**config.mk**
```make
export PLATFORM = sky130hd
export DESIGN_NAME = brake_onset_decel_metrics_unit
export DESIGN_NICKNAME = d
export VERILOG_FILES = /design/src/hw/rtl/bodm_pkg.sv /design/src/hw/rtl/bodm_front.sv /design/src/hw/rtl/bodm_queue.sv /design/src/hw/rtl/bodm_back.sv /design/src/hw/rtl/brake_onset_decel_metrics_unit.sv
export SDC_FILE = /design/constraint.sdc
export NUM_CORES = 2
export LEC_CHECK = 0
export ABC_AREA = 1
export BUFFER_PORTS_ARGS = -buffer_cell sky130_fd_sc_hd__buf_4
export CAP_MARGIN = 10
export CORE_ASPECT_RATIO = 1.1
export CORE_MARGIN = 2
export CORE_UTILIZATION = 50
export CTS_CLUSTER_DIAMETER = 40
export DETAILED_ROUTE_END_ITERATION = 8
export PLACE_DENSITY = 0.67
export REMOVE_ABC_BUFFERS = 1
export SETUP_SLACK_MARGIN = 0.02
export SYNTH_ARGS = -nofsm -noshare
export SYNTH_HDL_FRONTEND = slang
export SYNTH_SLANG_ARGS = --single-unit
```
**constraint.sdc**
```tcl
create_clock -name clk -period 11.9 [get_ports clk]
set_input_delay 2.38 -clock clk [delete_from_list [all_inputs] [get_ports clk]]
set_output_delay 2.38 -clock clk [all_outputs]
set_load 0.005 [all_outputs]
```
**src/hw/rtl/bodm_pkg.sv**
```systemverilog
// Shared types and constants for the brake onset deceleration metrics block.
// No dependencies; imported by every module of the block.
package bodm_pkg;

  localparam int ACC_W    = 16;
  localparam int SPD_W    = 16;
  localparam int FORCE_W  = 16;
  localparam int PERIOD_W = 16;
  localparam int PROD_W   = SPD_W + PERIOD_W;
  localparam int DIST_W   = 52;
  localparam int ASUM_W   = 37;
  localparam int CNT_W    = 21;
  localparam int RUN_W    = 12;
  localparam int ADDR_W   = 4;
  localparam int DATA_W   = 32;
  localparam int IDX_W    = 2;

  localparam int QUEUE_DEPTH_DEF = 2;

  localparam int DIV_STEPS = ASUM_W;
  localparam int DIV_CNT_W = $clog2(DIV_STEPS + 1);

  localparam logic [DIST_W-1:0] DIST_MAX = {DIST_W{1'b1}};
  localparam logic [CNT_W-1:0]  CNT_MAX  = {CNT_W{1'b1}};
  localparam logic [RUN_W-1:0]  RUN_MAX  = {RUN_W{1'b1}};
  localparam logic [RUN_W-1:0]  SSE_NONE = {RUN_W{1'b1}};

  localparam logic [FORCE_W-1:0]  THRESH_RST  = 16'd0;
  localparam logic [PERIOD_W-1:0] PERIOD_RST  = 16'd655;
  localparam logic [RUN_W-1:0]    CONFIRM_RST = 12'd300;

  localparam logic [IDX_W-1:0] REG_THRESH  = 2'd0;
  localparam logic [IDX_W-1:0] REG_PERIOD  = 2'd1;
  localparam logic [IDX_W-1:0] REG_CONFIRM = 2'd2;

  typedef struct packed {
    logic                     status;
    logic                     found;
    logic [SPD_W-1:0]         speed;
    logic signed [ASUM_W-1:0] asum;
    logic [CNT_W-1:0]         cnt;
    logic [DIST_W-1:0]        total;
    logic [DIST_W-1:0]        start;
  } rec_t;

endpackage

```
**src/hw/rtl/bodm_front.sv**
```systemverilog
// Front end: accepts samples, tracks the braking run and accumulates sums.
// Pushes one record summary per last sample. Depends on bodm_pkg.
module bodm_front
  import bodm_pkg::*;
(
  input  logic                      clk,
  input  logic                      rst_n,
  input  logic                      in_valid,
  output logic                      in_stall,
  input  logic signed [ACC_W-1:0]   in_acceleration,
  input  logic [SPD_W-1:0]          in_speed,
  input  logic [FORCE_W-1:0]        in_pedal_force,
  input  logic                      in_last_sample,
  input  logic [FORCE_W-1:0]        threshold,
  input  logic [PERIOD_W-1:0]       period,
  input  logic [RUN_W-1:0]          confirm_len,
  input  logic                      q_full,
  output logic                      q_push,
  output rec_t                      q_rec
);

  logic                     a_valid_r;
  logic signed [ACC_W-1:0]  a_acc_r;
  logic [SPD_W-1:0]         a_spd_r;
  logic                     a_gt_r;
  logic                     a_last_r;
  logic [PROD_W-1:0]        a_prod_r;

  logic [DIST_W-1:0]        total_r, total_nxt;
  logic [DIST_W-1:0]        start_r, start_nxt;
  logic [SPD_W-1:0]         rss_r, rss_nxt;
  logic [SPD_W-1:0]         prev_r, prev_nxt;
  logic [RUN_W-1:0]         run_r, run_nxt;
  logic                     conf_r, conf_nxt;
  logic signed [ASUM_W-1:0] asum_r, asum_nxt;
  logic [CNT_W-1:0]         cnt_r, cnt_nxt;
  logic [RUN_W-1:0]         sse_r, sse_nxt;

  logic                     hold_a;
  logic                     accept;
  logic                     exec;
  logic [RUN_W-1:0]         need;
  logic [DIST_W:0]          dist_sum;
  logic signed [ASUM_W-1:0] acc_ext;
  logic                     add_ok;
  logic                     rec_status;

  assign hold_a   = a_valid_r & a_last_r & q_full;
  assign in_stall = hold_a;
  assign accept   = in_valid & ~hold_a;
  assign exec     = a_valid_r & ~hold_a;

  always_ff @(posedge clk) begin
    if (!rst_n) begin
      a_valid_r <= 1'b0;
    end else if (!hold_a) begin
      a_valid_r <= in_valid;
    end
  end

  always_ff @(posedge clk) begin
    if (accept) begin
      a_acc_r  <= in_acceleration;
      a_spd_r  <= in_speed;
      a_gt_r   <= in_pedal_force > threshold;
      a_last_r <= in_last_sample;
      a_prod_r <= PROD_W'(in_speed) * PROD_W'(period);
    end
  end

  assign need     = (confirm_len == '0) ? RUN_W'(1) : confirm_len;
  assign dist_sum = {1'b0, total_r} + (DIST_W + 1)'(a_prod_r);
  assign acc_ext  = ASUM_W'(a_acc_r);
  assign add_ok   = cnt_r != CNT_MAX;

  always_comb begin
    total_nxt = dist_sum[DIST_W] ? DIST_MAX : dist_sum[DIST_W-1:0];
    start_nxt = start_r;
    rss_nxt   = rss_r;
    run_nxt   = run_r;
    conf_nxt  = conf_r;
    asum_nxt  = asum_r;
    cnt_nxt   = cnt_r;
    sse_nxt   = sse_r;
    prev_nxt  = a_spd_r;
    if (conf_r) begin
      if (add_ok) begin
        asum_nxt = asum_r + acc_ext;
        cnt_nxt  = cnt_r + CNT_W'(1);
      end
    end else if (a_gt_r) begin
      if (run_r == '0) begin
        start_nxt = total_r;
        rss_nxt   = prev_r;
        asum_nxt  = acc_ext;
        cnt_nxt   = CNT_W'(1);
        run_nxt   = RUN_W'(1);
      end else begin
        if (add_ok) begin
          asum_nxt = asum_r + acc_ext;
          cnt_nxt  = cnt_r + CNT_W'(1);
        end
        if (run_r != RUN_MAX) begin
          run_nxt = run_r + RUN_W'(1);
        end
      end
      sse_nxt = '0;
      if (run_nxt >= need) begin
        conf_nxt = 1'b1;
      end
    end else begin
      run_nxt = '0;
      if (sse_r != SSE_NONE) begin
        sse_nxt = sse_r + RUN_W'(1);
      end
    end
  end

  assign rec_status = ~conf_nxt & (sse_nxt < (need - RUN_W'(1)));

  always_comb begin
    q_rec.status = rec_status;
    q_rec.found  = conf_nxt;
    q_rec.speed  = conf_nxt ? rss_nxt : (rec_status ? '0 : a_spd_r);
    q_rec.asum   = asum_nxt;
    q_rec.cnt    = cnt_nxt;
    q_rec.total  = total_nxt;
    q_rec.start  = start_nxt;
  end

  assign q_push = exec & a_last_r;

  always_ff @(posedge clk) begin
    if (!rst_n || (exec && a_last_r)) begin
      total_r <= '0;
      start_r <= '0;
      rss_r   <= '0;
      prev_r  <= '0;
      run_r   <= '0;
      conf_r  <= 1'b0;
      asum_r  <= '0;
      cnt_r   <= '0;
      sse_r   <= SSE_NONE;
    end else if (exec) begin
      total_r <= total_nxt;
      start_r <= start_nxt;
      rss_r   <= rss_nxt;
      prev_r  <= prev_nxt;
      run_r   <= run_nxt;
      conf_r  <= conf_nxt;
      asum_r  <= asum_nxt;
      cnt_r   <= cnt_nxt;
      sse_r   <= sse_nxt;
    end
  end

endmodule

```
**src/hw/rtl/bodm_queue.sv**
```systemverilog
// Short queue of record summaries between the front end and the back end.
// Depends on bodm_pkg for the summary type.
module bodm_queue
  import bodm_pkg::*;
#(
  parameter int DEPTH = QUEUE_DEPTH_DEF
) (
  input  logic clk,
  input  logic rst_n,
  input  logic push,
  input  rec_t push_rec,
  output logic full,
  input  logic pop,
  output logic head_valid,
  output rec_t head_rec
);

  localparam int PTR_W = (DEPTH > 1) ? $clog2(DEPTH) : 1;
  localparam int CNT_QW = $clog2(DEPTH + 1);
  localparam logic [PTR_W-1:0] PTR_LAST = PTR_W'(DEPTH - 1);
  localparam logic [CNT_QW-1:0] CNT_FULL = CNT_QW'(DEPTH);

  rec_t              mem_r [DEPTH];
  logic [PTR_W-1:0]  wr_ptr_r;
  logic [PTR_W-1:0]  rd_ptr_r;
  logic [CNT_QW-1:0] count_r;
  logic              do_push;
  logic              do_pop;

  assign full       = count_r == CNT_FULL;
  assign head_valid = count_r != '0;
  assign head_rec   = mem_r[rd_ptr_r];
  assign do_push    = push & ~full;
  assign do_pop     = pop & head_valid;

  always_ff @(posedge clk) begin
    if (do_push) begin
      mem_r[wr_ptr_r] <= push_rec;
    end
  end

  always_ff @(posedge clk) begin
    if (!rst_n) begin
      wr_ptr_r <= '0;
      rd_ptr_r <= '0;
      count_r  <= '0;
    end else begin
      if (do_push) begin
        wr_ptr_r <= (wr_ptr_r == PTR_LAST) ? '0 : wr_ptr_r + PTR_W'(1);
      end
      if (do_pop) begin
        rd_ptr_r <= (rd_ptr_r == PTR_LAST) ? '0 : rd_ptr_r + PTR_W'(1);
      end
      if (do_push && !do_pop) begin
        count_r <= count_r + CNT_QW'(1);
      end else if (do_pop && !do_push) begin
        count_r <= count_r - CNT_QW'(1);
      end
    end
  end

endmodule

```
**src/hw/rtl/bodm_back.sv**
```systemverilog
// Back end: takes record summaries, divides the acceleration sum by the count
// one quotient bit per cycle and holds the result item. Depends on bodm_pkg.
module bodm_back
  import bodm_pkg::*;
(
  input  logic                     clk,
  input  logic                     rst_n,
  input  logic                     q_valid,
  input  rec_t                     q_rec,
  output logic                     q_pop,
  output logic                     out_valid,
  input  logic                     out_stall,
  output logic signed [ACC_W-1:0] out_mean_decel,
  output logic [SPD_W-1:0]         out_initial_speed,
  output logic [DIST_W-1:0]        out_brake_distance,
  output logic                     out_brake_found,
  output logic                     out_status
);

  localparam logic [1:0] ST_IDLE = 2'd0;
  localparam logic [1:0] ST_DIV  = 2'd1;
  localparam logic [1:0] ST_DONE = 2'd2;
  localparam logic [DIV_CNT_W-1:0] STEP_LAST = DIV_CNT_W'(DIV_STEPS - 1);

  logic [1:0]            state_r, state_nxt;
  logic [CNT_W-1:0]      rem_r;
  logic [ASUM_W-1:0]     dvd_r;
  logic [CNT_W-1:0]      dsr_r;
  logic                  neg_r;
  logic [DIV_CNT_W-1:0]  step_r;
  logic                  found_r;
  logic                  status_r;
  logic [SPD_W-1:0]      speed_r;
  logic [DIST_W-1:0]     dist_r;
  logic                  out_valid_r;

  logic [CNT_W:0]        rem_sh;
  logic                  ge;
  logic [CNT_W:0]        rem_diff;
  logic [ASUM_W-1:0]     q_signed;
  logic                  out_free;
  logic                  load_out;

  assign rem_sh   = {rem_r, dvd_r[ASUM_W-1]};
  assign ge       = rem_sh >= {1'b0, dsr_r};
  assign rem_diff = rem_sh - {1'b0, dsr_r};
  assign q_signed = neg_r ? (~dvd_r + ASUM_W'(1)) : dvd_r;
  assign out_free = ~out_valid_r | ~out_stall;
  assign load_out = (state_r == ST_DONE) & out_free;
  assign q_pop    = (state_r == ST_IDLE) & q_valid;

  always_comb begin
    state_nxt = state_r;
    unique case (state_r)
      ST_IDLE: if (q_valid) state_nxt = ST_DIV;
      ST_DIV:  if (step_r == STEP_LAST) state_nxt = ST_DONE;
      ST_DONE: if (out_free) state_nxt = ST_IDLE;
      default: state_nxt = ST_IDLE;
    endcase
  end

  always_ff @(posedge clk) begin
    if (!rst_n) begin
      state_r     <= ST_IDLE;
      out_valid_r <= 1'b0;
    end else begin
      state_r <= state_nxt;
      if (load_out) begin
        out_valid_r <= 1'b1;
      end else if (!out_stall) begin
        out_valid_r <= 1'b0;
      end
    end
  end

  always_ff @(posedge clk) begin
    if (q_pop) begin
      dsr_r    <= q_rec.cnt;
      neg_r    <= q_rec.asum[ASUM_W-1];
      dvd_r    <= q_rec.asum[ASUM_W-1] ? (~q_rec.asum + ASUM_W'(1)) : q_rec.asum;
      rem_r    <= '0;
      step_r   <= '0;
      found_r  <= q_rec.found;
      status_r <= q_rec.status;
      speed_r  <= q_rec.speed;
      dist_r   <= q_rec.found ? (q_rec.total - q_rec.start) : '0;
    end else if (state_r == ST_DIV) begin
      rem_r  <= ge ? rem_diff[CNT_W-1:0] : rem_sh[CNT_W-1:0];
      dvd_r  <= {dvd_r[ASUM_W-2:0], ge};
      step_r <= step_r + DIV_CNT_W'(1);
    end
  end

  always_ff @(posedge clk) begin
    if (load_out) begin
      out_mean_decel     <= (found_r && dsr_r != '0) ? q_signed[ACC_W-1:0] : '0;
      out_initial_speed  <= speed_r;
      out_brake_distance <= dist_r;
      out_brake_found    <= found_r;
      out_status         <= status_r;
    end
  end

  assign out_valid = out_valid_r;

endmodule

```
**src/hw/rtl/brake_onset_decel_metrics_unit.sv**
```systemverilog
// Brake onset deceleration metrics: one sample per cycle in while in_stall is low,
// one result per record. A record's last sample passes the input stage register,
// the queue, the 37-step restoring divider in the back end and output registers.
// in_stall rises while a last sample waits on a full queue; the back end takes
// one record at a time; a queue of QUEUE_DEPTH summaries absorbs short records.
// Reset: synchronous rst_n loads register defaults and clears all record state.
module brake_onset_decel_metrics_unit
  import bodm_pkg::*;
#(
  parameter int QUEUE_DEPTH = QUEUE_DEPTH_DEF
) (
  input  logic                     clk,
  input  logic                     rst_n,
  input  logic                     in_valid,
  output logic                     in_stall,
  input  logic signed [ACC_W-1:0]  in_acceleration,
  input  logic [SPD_W-1:0]         in_speed,
  input  logic [FORCE_W-1:0]       in_pedal_force,
  input  logic                     in_last_sample,
  output logic                     out_valid,
  input  logic                     out_stall,
  output logic signed [ACC_W-1:0]  out_mean_decel,
  output logic [SPD_W-1:0]         out_initial_speed,
  output logic [DIST_W-1:0]        out_brake_distance,
  output logic                     out_brake_found,
  output logic                     out_status,
  input  logic                     psel,
  input  logic                     penable,
  input  logic                     pwrite,
  input  logic [ADDR_W-1:0]        paddr,
  input  logic [DATA_W-1:0]        pwdata,
  output logic [DATA_W-1:0]        prdata,
  output logic                     pready
);

  logic [FORCE_W-1:0]  thresh_r;
  logic [PERIOD_W-1:0] period_r;
  logic [RUN_W-1:0]    confirm_r;
  logic [IDX_W-1:0]    reg_idx;
  logic                wr_en;

  logic q_full;
  logic q_push;
  rec_t q_push_rec;
  logic q_pop;
  logic q_valid;
  rec_t q_head;

  assign pready  = 1'b1;
  assign reg_idx = paddr[ADDR_W-1:2];
  assign wr_en   = psel & penable & pwrite & pready;

  always_ff @(posedge clk) begin
    if (!rst_n) begin
      thresh_r  <= THRESH_RST;
      period_r  <= PERIOD_RST;
      confirm_r <= CONFIRM_RST;
    end else if (wr_en) begin
      unique case (reg_idx)
        REG_THRESH:  thresh_r  <= pwdata[FORCE_W-1:0];
        REG_PERIOD:  period_r  <= pwdata[PERIOD_W-1:0];
        REG_CONFIRM: confirm_r <= pwdata[RUN_W-1:0];
        default: ;
      endcase
    end
  end

  always_comb begin
    unique case (reg_idx)
      REG_THRESH:  prdata = DATA_W'(thresh_r);
      REG_PERIOD:  prdata = DATA_W'(period_r);
      REG_CONFIRM: prdata = DATA_W'(confirm_r);
      default:     prdata = '0;
    endcase
  end

  bodm_front u_front (
    .clk             (clk),
    .rst_n           (rst_n),
    .in_valid        (in_valid),
    .in_stall        (in_stall),
    .in_acceleration (in_acceleration),
    .in_speed        (in_speed),
    .in_pedal_force  (in_pedal_force),
    .in_last_sample  (in_last_sample),
    .threshold       (thresh_r),
    .period          (period_r),
    .confirm_len     (confirm_r),
    .q_full          (q_full),
    .q_push          (q_push),
    .q_rec           (q_push_rec)
  );

  bodm_queue #(
    .DEPTH (QUEUE_DEPTH)
  ) u_queue (
    .clk        (clk),
    .rst_n      (rst_n),
    .push       (q_push),
    .push_rec   (q_push_rec),
    .full       (q_full),
    .pop        (q_pop),
    .head_valid (q_valid),
    .head_rec   (q_head)
  );

  bodm_back u_back (
    .clk                (clk),
    .rst_n              (rst_n),
    .q_valid            (q_valid),
    .q_rec              (q_head),
    .q_pop              (q_pop),
    .out_valid          (out_valid),
    .out_stall          (out_stall),
    .out_mean_decel     (out_mean_decel),
    .out_initial_speed  (out_initial_speed),
    .out_brake_distance (out_brake_distance),
    .out_brake_found    (out_brake_found),
    .out_status         (out_status)
  );

endmodule

```
# After elaboration in Yosys (flattened, before gate mapping)
# Memories as Yosys holds them, arrays and structs flattened. A register that Yosys moved wholly into a read port is not among the register bits.
# Cells that the tools add are included.
# word_totals
rom_bits	0
latch_bits	0
elab_cells	162
mem_count	1
mem_bits_rw	360
out_inout_bits	121
register_bits	579
# memory_table
memory	words	width	read_ports	rd_clocked_by_memory_dff	wr	line_no	source
u_queue.mem_r	2	180	1	1	1	bodm_queue.sv:23	rec_t mem_r [DEPTH];
# classes
div_mod_pow	0
shift	0
bitwise_logic	21
magnitude_cmp	4
reduce_logical	21
n_addsub	15
multipliers	1
n_eq_ne	13
mux	49
# ops
cell	n
37-bit 2-to-1 mux	7
52-bit 2-to-1 mux	4
12-bit 2-to-1 mux	9
21-bit 2-to-1 mux	5
16-bit 2-to-1 mux	6
52-bit by 32-bit adder with 53-bit output	1
52-bit subtractor	1
16-bit case mux with 3 select lines	1
37-bit by 16-bit adder with 37-bit output	1
37-bit by 2-bit adder with 37-bit output, second input constant	1
37-bit NOT	1
16-bit by 16-bit multiplier with 32-bit output	1
12-bit by 1-bit adder with 12-bit output, second input constant	2
12-bit logical NOT	2
12-bit != test, second input constant	2
22-bit by 21-bit >= comparator with 1-bit output	1
21-bit by 1-bit adder with 21-bit output, second input constant	1
21-bit != test, second input constant	1
21-bit nonzero test	1
21-bit subtractor	1
16-bit by 1-bit adder with 16-bit output, second input constant	1
16-bit greater-than comparator	1
16-bit NOT	1
1-bit bitwise AND	12
23 further kinds	60

# Depth between registers and ports, before layout
# depth
ltp_word	13
depth_mapped	28
depth_no_buf	26

# By module
# A second synthesis with hierarchy kept.
# hier_totals
hier_cells	7361
area_unflattened_um2	61017.3
# by_module_without_submodules
module	cells_each	area_per_inst_um2	instances	seq_area_each_um2
bodm_front	4223	29015.3	1	6386.1
bodm_back	2209	16196.8	1	7056.8
bodm_queue	597	13629.3	1	10910.5
brake_onset_decel_metrics_unit	332	2175.8	1	880.8

# Worst setup path before layout
# No wires, ideal clock.
# synth_path
path_type	flip-flop to flip-flop
startpoint	register u_front.a_last_r
endpoint	memory u_queue.mem_r[1][0] (netlist bit) (enable)
setup_slack_ns	2.475
required_ns	11.176
path_stages_with_launch	8
n_path_buf	0
arrival_time_ns	8.701
path_cell_list	edfxtp_1 > inv_1 > nor4_4 > nor2_2 > inv_2 > nor2_1 > inv_1 > nor2_1
# synth_via
elab_chain_cells	8
# synth_rtl
item	line_no	source
start: declaration	bodm_front.sv:26	logic a_last_r;
start signal: assignment	bodm_front.sv:66	a_last_r <= in_last_sample;
1-bit bitwise AND (2 in a row)	bodm_front.sv:48	assign hold_a = a_valid_r & a_last_r & q_full;
named net in_stall	brake_onset_decel_metrics_unit.sv:15	output logic in_stall,
1-bit NOT	bodm_front.sv:51	assign exec = a_valid_r & ~hold_a;
1-bit bitwise AND	bodm_front.sv:51	
1-bit bitwise AND	bodm_front.sv:131	assign q_push = exec & a_last_r;
1-bit bitwise AND	bodm_queue.sv:33	assign do_push = push & ~full;
named net u_queue.do_push	bodm_queue.sv:27	logic do_push;
1-bit 2-to-1 mux	bodm_queue.sv:37	if (do_push) begin
1-bit 2-to-1 mux (implied by the code)	bodm_queue.sv:38	mem_r[wr_ptr_r] <= push_rec;
end: declaration	bodm_queue.sv:23	
# The timed path passes the listed nets, and every way through them passes these cells.

# Worst setup path in the final report
# layout_path
startpoint	input port in_speed[4]
endpoint	register u_front.a_prod_r[29] (data pin)
# layout_via
elab_chain_cells	1
# layout_rtl
item	line_no	source
start: declaration	brake_onset_decel_metrics_unit.sv:17	input logic [SPD_W-1:0] in_speed,
16-bit by 16-bit multiplier with 32-bit output	bodm_front.sv:67	a_prod_r <= PROD_W'(in_speed) * PROD_W'(period);
end signal: assignment	bodm_front.sv:67	
end: declaration	bodm_front.sv:27	logic [PROD_W-1:0] a_prod_r;
# No other way between the ends.
# A chain may end at the register's enable or synchronous reset.

==> impl_metrics.yaml <==
synth:
  syn_area_mm2: 0.05804
  netlist_instances: 7003
  ys_warn_count: 0
  ys_ff_latch: 940
  synth_area_per_cell_um2: 8.288
  post-synth-top-count-cell: "nand2_1"
  synth_top_area_share_pct: 33.17
  synth-main-ff-cell: "edfxtp_1"
  synth_edf_count: 641
  synth_largest_area_cell: "edfxtp_1"
  synth-seq-area-share_pct: 43.48
  synth.area.top_cells: "edfxtp_1 33%, nand2_1 11%, dfxtp_1 10%"
  synth_cell_type_count: 60
  synth_common_cells: "1652 x nand2_1, 1084 x inv_1, 641 x edfxtp_1"
  async_flop_share_pct: 0
sta:
  rsz0062_at_grt: "no"
  tightest_slew_ns: 1.102
  relSlewSlack_pct: 26.49
  min_period_ns: 7.392
  setup_violations: 0
  finalMaxSlewViolations: 0
  clock_skew_ns: 0.04230
  final_hold_viol_count: 0
  min_period_over_period_pct: 62.12
  fmax_ghz: 0.1353
clock_network:
  cts_max_path_buffers: 3
  cts_sinks: 940
  cts-hold-fix-buffers: 0
  cts-root-buf: "clkbuf_16"
  clk_pin_slew_ns: 0.06
  tritoncts: "built"
  cts_resized: 0
  cts_setup_buffers: 0
  insertion_delay_ns: 0.78
  cts_made_buffers: 133
  cts-htree-levels: 4
floorplan:
  die_h_um: 361.3
  placementRows: 131
  start_util_pct: 50.23
  dieArea_mm2: 0.1188
  die_width_um: 328.8
  top_level_ports: 213
  placeableCoreArea_mm2: 0.1156
detailed_routing:
  vias: 47303
  drt-total-wl_mm: 160.8
  drc: 0
  post_drt_via_cell_ratio: 5.408
  ant_nets: 0
  wl_per_cell_um: 18.38
  drt_iter0_drc: 3658
  first_pass_iters: 6
power:
  power.leakage_nw: 29.62
  p_per_area_mw_per_mm2: 208.7
  power_mw: 13.57
  vdd_ir_drop_max_mv: 0.1912
worst_setup_path:
  path_class: "input port to register"
  r2r_start: "period_r[9]"
  critPathMaxStageDelay_ns: 0.54
  start_kind: "input port"
  crit_chain: "buf_4 -> nand2_1 -> inv_1 -> fa_1 -> inv_1 -> fa_1 -> fa_1 -> inv_1 -> ha_1 -> fa_1 -> inv_1 -> fa_1 -> inv_1 -> ha_1 -> a21o_1 -> o21bai_1 -> a21oi_1 -> inv_1 -> a21oi_1 -> o21ai_0 -> nand3_1 -> nand2_1 -> xor2_1"
  crit_arrival_ns: 7.88
  critPathMostFrequentCell: "inv_1"
  required_ns: 12.39
  cp_slowest_cell: "fa_1"
  r2r_slack_ns: 5.33
  crit_family: "adder cells"
  cp-end-kind: "register"
  ff2ff_path_depth: 19
  crit_fanout: 17
  path_buf_inv: 7
  worstReg2RegEnd: "u_front.a_prod_r[29]"
worst_hold_path:
  hp-start: "u_back.speed_r[13]"
  hp-class: "register to register"
  hold_depth: 0
  holdPathEnd: "u_back.out_initial_speed[13]"
grt:
  antenna_found_initial: 2
  grt_max_degree: 116
  grt_pass1_vias: 45830
  grt_use_total_pct: 27.07
  gr-total-overflow: 0
  grt_pass1_wl_mm: 252.5
placed_design:
  dp_hpwl_mm: 117.6
  place_area_mm2: 0.06056
  place.gp.congestion: 0.9595
  portBuffers: 177
flow_run:
  cap_violations: 0
cells_and_area:
  final_layout_size_suffix_gt1_share_pct: 7.177
  finalInstanceArea_mm2: 0.06500
  area_growth_pct: 11.99
  n_antenna_cell: 0
  utilization_pct: 56.25
  finalNetCount: 7691
status:
  outcome: "finished clean"
## report_power, final
| part | switching (mW) | total [mW] | internal, mW | leakage, nW |
|---|---|---|---|---|
| registers | 0.263 | 4.62 | 4.35 | 8.45 |
| logic | 3.43 | 5.06 | 1.63 | 19.0 |
| clock network | 1.57 | 3.89 | 2.32 | 2.15 |
| total | 5.26 | 13.6 | 8.31 | 29.6 |
## per-stage QoR
| step | instances | setup WS (ns) | setup TNS [ns] | hold WS, ns |
|---|---|---|---|---|
| 3_5_place_dp | 8502 | 3.770 | 0 | 0.4045 |
| 4_1_cts | 8747 | 4.568 | 0 | 0.4128 |
| 5_1_grt | 8747 | 4.190 | 0 | 0.4181 |
| 2_1_floorplan | 6752 | -2.734 | -981.17 | 0.4003 |
| 3_3_place_gp | 8502 | 3.810 | 0 | 0.4028 |
| 6_report | 8747 | 4.508 | 0 | 0.4096 |
## worst max path at each step
stage,start,to,depth (start not counted)
final,in_speed[4],u_front.a_prod_r[29],23
after CTS,in_speed[10],u_front.a_prod_r[29],20
after floorplan,u_front.a_last_r,u_queue.mem_r[1][0],7
after detailed placement,in_speed[10],u_front.a_prod_r[29],20
after global placement,in_speed[4],u_front.a_prod_r[29],23
after global routing,in_speed[4],u_front.a_prod_r[29],23
## final cells by class
type / count / area (um2)
fill: 10500 / 50560
multi-input combinational: 4717 / 27620
sequential: 940 / 25240
inverter: 1095 / 4128
clock buffer: 166 / 3575
tap: 1529 / 1913
timing repair buffer: 221 / 1659
clock inverter: 79 / 862.1
## layout by cell type, fill, tap and decap left out, drive strengths merged, types with 3 or more instances in the layout
| cell type | instances |
|---|---|
| nand3 | 237 |
| nand3b | 11 |
| o22ai | 11 |
| clkinvlp | 7 |
| bufinv | 6 |
| a31oi | 37 |
| o211ai | 22 |
| o31ai | 4 |
| nor4 | 26 |
| a21o | 28 |
| o221ai | 18 |
| dfxtp | 299 |
| nand2 | 1653 |
| xor2 | 102 |
| nor2 | 581 |
| nor3b | 4 |
| clkbuf | 166 |
| or2 | 35 |
| a211oi | 5 |
| a21oi | 508 |
| o21a | 27 |
| o21ai | 626 |
| fa | 198 |
| clkinv | 40 |
| ha | 293 |
| conb | 17 |
| nand4 | 53 |
| o21bai | 21 |
| inv | 1121 |
| and3 | 5 |
| a21boi | 7 |
| buf | 221 |
| edfxtp | 641 |
| nor3 | 77 |
| mux2i | 54 |
| xnor2 | 42 |
| a41oi | 3 |
## worst reg2reg max path, cell delays in order, from the launching register on
cell	delay, ns
dfxtp_1	1.00
nand2_1	0.23
fa_1	0.57
fa_1	0.51
inv_1	0.04
fa_1	0.47
fa_1	0.52
fa_1	0.56
inv_1	0.06
fa_1	0.54
inv_1	0.05
ha_1	0.36
a21oi_1	0.21
o21ai_0	0.20
o21bai_1	0.21
a21oi_1	0.30
o21ai_0	0.19
nand3_1	0.10
nand2_1	0.06
xor2_1	0.14
## sequential cells by signal, indices dropped and copies added, names as in the netlist, 21 cells and up, named ones only
register                   flops
u_front.a_prod_r              32
u_queue.mem_r                360
u_front.start_r               52
u_front.total_r               52
u_back.dvd_r                  37
u_front.cnt_r                 21
u_back.rem_r                  21
u_front.asum_r                37
u_back.dist_r                 52
u_back.out_brake_distance     52
u_back.dsr_r                  21
## cell families after synthesis
kind of cell               synth area share [%]
AOI/OAI and AO/OA                         12.32
xor gates and xnor gates                  2.173
adders and majority gates                 13.15
buffers and inverters                     9.134
DFF                                       43.48
muxes                                    0.9313
other                                   0.01294
and+or+nand+nor                           18.81
## per-layer routing
metal | routed length, um | GRT usage, %
met5 | 0 | 0
met4 | 4622 | 9.141
met3 | 9631 | 3.673
met2 | 75850 | 44.46
met1 | 70660 | 36.78
(Power assumes the default switching activity.)
